$ cat src/lpd_pkg.sv
package lpd_pkg;

  localparam int unsigned HDR_BYTES  = 4;
  localparam int unsigned OUTQ_DEPTH = 5;
  localparam int unsigned OUTQ_CW    = $clog2(OUTQ_DEPTH + 1);
  localparam int unsigned HCNT_W     = $clog2(HDR_BYTES);
  localparam int unsigned PUSH_W     = $clog2(HDR_BYTES + 1);

  localparam logic [31:0] MAX_LEN_RST = 32'd3000;

  // Largest fill level at which a full header burst still fits.
  localparam logic [OUTQ_CW-1:0] ACCEPT_LEVEL = OUTQ_CW'(OUTQ_DEPTH - HDR_BYTES);

  typedef enum logic [2:0] {
    PH_HEADER  = 3'b001,
    PH_PAYLOAD = 3'b010,
    PH_HALT    = 3'b100
  } phase_t;

  typedef struct packed {
    logic [7:0] data_byte;
    logic       restart;
  } in_item_t;

  typedef struct packed {
    logic [7:0] out_byte;
    logic       frame_last;
    logic       length_error;
  } out_item_t;

endpackage

$ cat src/length_prefixed_deframer.sv
// Channel   | Ports                            | Moves
// ----------+----------------------------------+---------------------------------------
// input     | in_valid, in_stall, in_data      | one stream byte or a restart request
// output    | out_valid, out_stall, out_data   | one frame byte, or the length error
// config    | cfg_we, cfg_wdata                | max_payload_length, written at once
//
// Flow: a byte is decoded in the cycle it is accepted; its results, if any, are
//   registered into the output queue and reach out_data at its head. Payload
//   bytes flow at one per cycle while in_stall is low. A completed header pushes
//   four results (one length error if too long), so the input stalls while they drain.
// Reset: synchronous on rst_n low; empty queue, header phase, maximum 3000.
// Stalls: in_stall comes from the queue fill level alone (set above one entry),
//   so there is no combinational path from out_stall to in_stall.
module length_prefixed_deframer (
  input  logic                 clk,
  input  logic                 rst_n,
  input  logic                 in_valid,
  output logic                 in_stall,
  input  lpd_pkg::in_item_t    in_data,
  output logic                 out_valid,
  input  logic                 out_stall,
  output lpd_pkg::out_item_t   out_data,
  input  logic                 cfg_we,
  input  logic [31:0]          cfg_wdata
);
  import lpd_pkg::*;

  // Frame state
  phase_t              phase_r, phase_nxt;
  logic [HCNT_W-1:0]   hdr_cnt_r, hdr_cnt_nxt;
  logic [7:0]          hdr_r [HDR_BYTES-1];
  logic                hdr_we;
  logic [31:0]         remaining_r, remaining_nxt;
  logic [31:0]         rem_dec;
  logic [31:0]         frame_len;
  logic [31:0]         max_len_r;

  // Output queue, head at entry zero
  out_item_t           q_r   [OUTQ_DEPTH];
  out_item_t           q_nxt [OUTQ_DEPTH];
  logic [OUTQ_CW-1:0]  cnt_r, cnt_nxt, cnt_after;
  out_item_t           push  [HDR_BYTES];
  logic [PUSH_W-1:0]   npush;

  logic                in_acc;
  logic                out_pop;

  assign in_stall  = (cnt_r > ACCEPT_LEVEL);
  assign in_acc    = in_valid && !in_stall;
  assign out_valid = (cnt_r != '0);
  assign out_pop   = out_valid && !out_stall;
  assign out_data  = q_r[0];

  assign rem_dec   = remaining_r - 32'd1;
  assign frame_len = {hdr_r[0], hdr_r[1], hdr_r[2], in_data.data_byte};

  // Decode one request
  always_comb begin
    phase_nxt     = phase_r;
    hdr_cnt_nxt   = hdr_cnt_r;
    remaining_nxt = remaining_r;
    hdr_we        = 1'b0;
    npush         = '0;
    for (int k = 0; k < HDR_BYTES; k++) begin
      push[k] = '0;
    end

    if (in_acc) begin
      if (in_data.restart) begin
        // drop any partial frame and leave the halt
        phase_nxt   = PH_HEADER;
        hdr_cnt_nxt = '0;
      end else begin
        case (phase_r)
          PH_HEADER: begin
            if (hdr_cnt_r == HCNT_W'(HDR_BYTES - 1)) begin
              hdr_cnt_nxt = '0;
              if (frame_len > max_len_r) begin
                push[0].length_error = 1'b1;
                npush                = PUSH_W'(1);
                phase_nxt            = PH_HALT;
              end else begin
                for (int k = 0; k < HDR_BYTES - 1; k++) begin
                  push[k].out_byte = hdr_r[k];
                end
                push[HDR_BYTES-1].out_byte   = in_data.data_byte;
                push[HDR_BYTES-1].frame_last = (frame_len == 32'd0);
                npush                        = PUSH_W'(HDR_BYTES);
                remaining_nxt                = frame_len;
                phase_nxt = (frame_len == 32'd0) ? PH_HEADER : PH_PAYLOAD;
              end
            end else begin
              // hold the header byte until the length is complete
              hdr_we      = 1'b1;
              hdr_cnt_nxt = hdr_cnt_r + HCNT_W'(1);
            end
          end
          PH_PAYLOAD: begin
            remaining_nxt      = rem_dec;
            push[0].out_byte   = in_data.data_byte;
            push[0].frame_last = (rem_dec == 32'd0);
            npush              = PUSH_W'(1);
            if (rem_dec == 32'd0) begin
              phase_nxt = PH_HEADER;
            end
          end
          PH_HALT: begin
            // drop the byte silently
          end
          default: begin
            phase_nxt   = PH_HEADER;
            hdr_cnt_nxt = '0;
          end
        endcase
      end
    end
  end

  // Advance the queue: pop the head, then append this cycle's results
  always_comb begin
    cnt_after = cnt_r - OUTQ_CW'(out_pop);
    for (int j = 0; j < OUTQ_DEPTH; j++) begin
      if (out_pop && (j < OUTQ_DEPTH - 1)) begin
        q_nxt[j] = q_r[j+1];
      end else begin
        q_nxt[j] = q_r[j];
      end
    end
    for (int j = 0; j < OUTQ_DEPTH; j++) begin
      if ((OUTQ_CW'(j) >= cnt_after) &&
          ((OUTQ_CW'(j) - cnt_after) < OUTQ_CW'(npush))) begin
        q_nxt[j] = push[HCNT_W'(OUTQ_CW'(j) - cnt_after)];
      end
    end
    cnt_nxt = cnt_after + OUTQ_CW'(npush);
  end

  always_ff @(posedge clk) begin
    if (!rst_n) begin
      phase_r   <= PH_HEADER;
      hdr_cnt_r <= '0;
      cnt_r     <= '0;
      max_len_r <= MAX_LEN_RST;
    end else begin
      phase_r   <= phase_nxt;
      hdr_cnt_r <= hdr_cnt_nxt;
      cnt_r     <= cnt_nxt;
      if (cfg_we) begin
        max_len_r <= cfg_wdata;
      end
    end
  end

  always_ff @(posedge clk) begin
    remaining_r <= remaining_nxt;
    if (hdr_we) begin
      hdr_r[hdr_cnt_r] <= in_data.data_byte;
    end
    for (int j = 0; j < OUTQ_DEPTH; j++) begin
      q_r[j] <= q_nxt[j];
    end
  end

  // Checks
  a_q_bound: assert property (@(posedge clk) disable iff (!rst_n)
    cnt_r <= OUTQ_CW'(OUTQ_DEPTH))
    else $error("output queue overfilled");

  a_halt_silent: assert property (@(posedge clk) disable iff (!rst_n)
    (in_acc && !in_data.restart && phase_r == PH_HALT) |=> cnt_r <= $past(cnt_r))
    else $error("halted block produced a result");

  a_restart: assert property (@(posedge clk) disable iff (!rst_n)
    (in_acc && in_data.restart) |=> (phase_r == PH_HEADER && hdr_cnt_r == '0))
    else $error("restart did not clear the frame");

  a_payload_left: assert property (@(posedge clk) disable iff (!rst_n)
    phase_r == PH_PAYLOAD |-> remaining_r != 32'd0)
    else $error("payload phase with nothing left");

endmodule
$ cat config.mk
export PLATFORM = sky130hd
export DESIGN_NAME = length_prefixed_deframer
export DESIGN_NICKNAME = d
export VERILOG_FILES = /design/src/lpd_pkg.sv /design/src/length_prefixed_deframer.sv
export SDC_FILE = /design/constraint.sdc
export NUM_CORES = 1
export LEC_CHECK = 0
export ABC_AREA = 1
export BUFFER_PORTS_ARGS = -buffer_cell sky130_fd_sc_hd__buf_4
export CORE_MARGIN = 8
export CORE_UTILIZATION = 35
export CTS_CLUSTER_SIZE = 30
export DETAILED_ROUTE_END_ITERATION = 8
export PLACE_DENSITY_LB_ADDON = 0.3
export SLEW_MARGIN = 20
export SYNTH_ARGS = -nofsm -noshare
export SYNTH_HDL_FRONTEND = slang
export SYNTH_SLANG_ARGS = --single-unit
export TNS_END_PERCENT = 30
$ cat constraint.sdc
create_clock -name clk -period 5.4 [get_ports clk]
set_input_delay 0.54 -clock clk [delete_from_list [all_inputs] [get_ports clk]]
set_output_delay 0.54 -clock clk [all_outputs]
set_load 0.01 [all_outputs]
==> results.cfg <==
[power_and_ir_drop]
p_sw_mw = 2.14
p_per_area_nw_per_um2 = 474
seq_power_share = 0.353
p_sw_frac = 0.418
vdd_ir_drop_max_uv = 378
power_mw = 5.11
p_comb_frac = 0.410
p_clk_frac = 0.237
leakage_nw = 4.77
p_int_mw = 2.98

[setup_path]
setup.worst_path.class = reg -> reg
cp-start-kind = register
arrival_ns = 4.53
critPathMaxFanout = 13
required_ns = 5.48
cp-end-kind = register

[logic_synthesis]
synthesis.nets = 1352
synth_edf_count = 106
synthFlopType = edfxtp_1
synthTopCellsByCount = nand2_1 (393), nand3_1 (118), inv_1 (113)
synth_cell_type_count = 48
ys_async_sr_fraction = 0
avgSynthCellArea_um2 = 7.59
synthTopCellsByArea = edfxtp_1 (34%), nand2_1 (16%), dfxtp_1 (8.4%), ha_1 (7.2%), nand3_1 (6.2%)
synth.most_common_cell = nand2_1
ys_seq_elements = 146
synth.top_cell.area_share = 0.335
yosysWarningCount = 0
syn_area_um2 = 9490
syn_inst = 1250
ys_seq_area_frac = 0.420
yosys.area.top_type = edfxtp_1

[floorplan]
die_w_um = 181
rows = 60
coreArea_um2 = 26800
initial_core_util = 0.354
die_area_um2 = 32600
io_pins = 58
die_h_um = 181

[sta]
fin_ws_ns = 0.949
fin_tns_setup_ns = 0
whs_ns = 0.305
fin_skew_ns = 0.0204
max_freq_ghz = 0.225
finalCritPeriodShare = 0.824
period_minus_slack_ns = 4.45
finalHoldViolations = 0
slew_viol_final = 0
tightest_slew_ns = 0.819
slew_headroom = 0.454
rsz0062_at_grt = false
setup_violations = 0

[route]
firstDrtPassIters = 5
vias = 8360
avgViaCountPerCell = 5.10
antenna_left = 0
drt-initial-drc-count = 840
route.detailed.drc = 0
wire_per_inst_um = 16.8
postRouteWirelength_um = 27600

[clock_tree]
ctsRootBufferMaster = clkbuf_16
cts.clk_slew.worst_paths_ns = 0.08
ctsHoldBuffers = 0
cts_tree = yes
clockBufferDepth = 2
post_cts_resized = 0
h-tree-depth = 4
insertion_delay_ns = 0.44
cts_setup_buffers = 0
numCtsBuffers = 17
cts_sinks = 146

[global_routing]
grt_pass1_vias = 8008
grt_usage = 0.169
antenna_found_initial = 0
grt_pass1_wl_um = 43600
grt_overflow = 0
grt_max_degree = 50

[layout]
nFillCells = 2731
drive_gt1_frac = 0.133
fin_area_um2 = 10800
area_growth_pct = 13.7
n_antenna_cell = 0
fin_nets = 1387

[placed_design]
place_area_um2 = 10200
port_buffers = 57
pre_cts_ws_ns = 0.953
globalplace.congestion = 0.907
hpwlAfterDp_um = 21100

[flow_run]
drv_cap = 0

[hold_path]
hold_path.class = in -> reg

[outcome]
status = complete, no violations
## sequential cells by signal, summed over array words and instances, names as in the netlist
signal	cells
hdr_r	24
max_len_r	32
remaining_r	32
hdr_cnt_r	2
phase_r	3
q_r	50
cnt_r	3
## routing by layer
layer | vias up | track usage | wire length, um
met3 | 52 | 0.0259 | 1400
met1 | 3857 | 0.224 | 12700
met5 | - | 0 | 0
met2 | 257 | 0.270 | 12600
met4 | 0 | 0.0691 | 822
li1 | 4194 | - | -
## cells in the final DEF (no fill, tap or decap), drive strengths merged, types with 4 or more instances in the layout
master  instances
a21oi          55
a31oi           9
and2            4
buf            70
clkbuf         17
clkinv          9
dfxtp          40
edfxtp        106
ha             55
inv           132
nand2         407
nand3         124
nand3b          6
nand4          15
nor2          136
nor3            8
nor4            8
o21ai          76
or2             4
xor2            4
## final cells by class
class                           count  area [um2]  share of cell area
Multi-Input combinational cell    924        4770               0.442
Sequential cell                   146        3980               0.369
Timing Repair Buffer               70         526              0.0487
Inverter                          126         475              0.0441
Tap cell                          341         427              0.0395
Clock buffer                       17         425              0.0394
Clock inverter                     15         184              0.0170
## critical path, stage by stage, from the launching register on
cell and delay, ns:
edfxtp_1 0.40, inv_1 0.15, ha_1 0.40, nand2_4 0.12, nor2_8 0.20, inv_4 0.05
nor2_4 0.09, nand2_1 0.05, nand2_1 0.07, nand2_2 0.08, nor2_2 0.14, nand3_2 0.10
nor2_4 0.19, nand3_2 0.11, nand2_4 0.10, nand2_2 0.06, o21ai_2 0.15, ha_1 0.22
nand2_1 0.07, a21oi_1 0.10, and2_1 0.45, inv_1 0.34, nand2_1 0.43
## final timing paths
kind / cells after the start / to / from / slack (ns)
max: 22 / q_r[0][28] / remaining_r[0] / 0.95
min: 3 / max_len_r[9] / cfg_wdata[9] / 0.30
max reg2reg: 22 / q_r[0][28] / remaining_r[0] / 0.95
min reg2reg: 2 / max_len_r[10] / max_len_r[10] / 0.47
## power by group through the flow
stage               Combinational, mW  Sequential, mW  Clock (mW)
floorplan                        1.50            1.78           0
global placement                 2.07            1.82           0
detailed placement               2.09            1.83           0
CTS                              2.10            1.80        1.24
global route                     2.35            1.83        1.28
finish                           2.09            1.81        1.21
## kinds of logic after synthesis
| logic type | synth area share |
|---|---|
| adder cells (fa/ha/maj) | 0.0746 |
| AND/OR/NAND/NOR | 0.337 |
| flip-flops | 0.420 |
| XOR/XNOR | 0.00646 |
| AO/OA/AOI/OAI | 0.0837 |
| buffers and inverters | 0.0786 |
## stage by stage
step                instances  utilization
floorplan                1250            -
global placement         1607        0.380
detailed placement       1607        0.380
CTS                      1639        0.403
global route             1639        0.403
finish                   1639        0.403
Power figures use the tool's default switching activity.
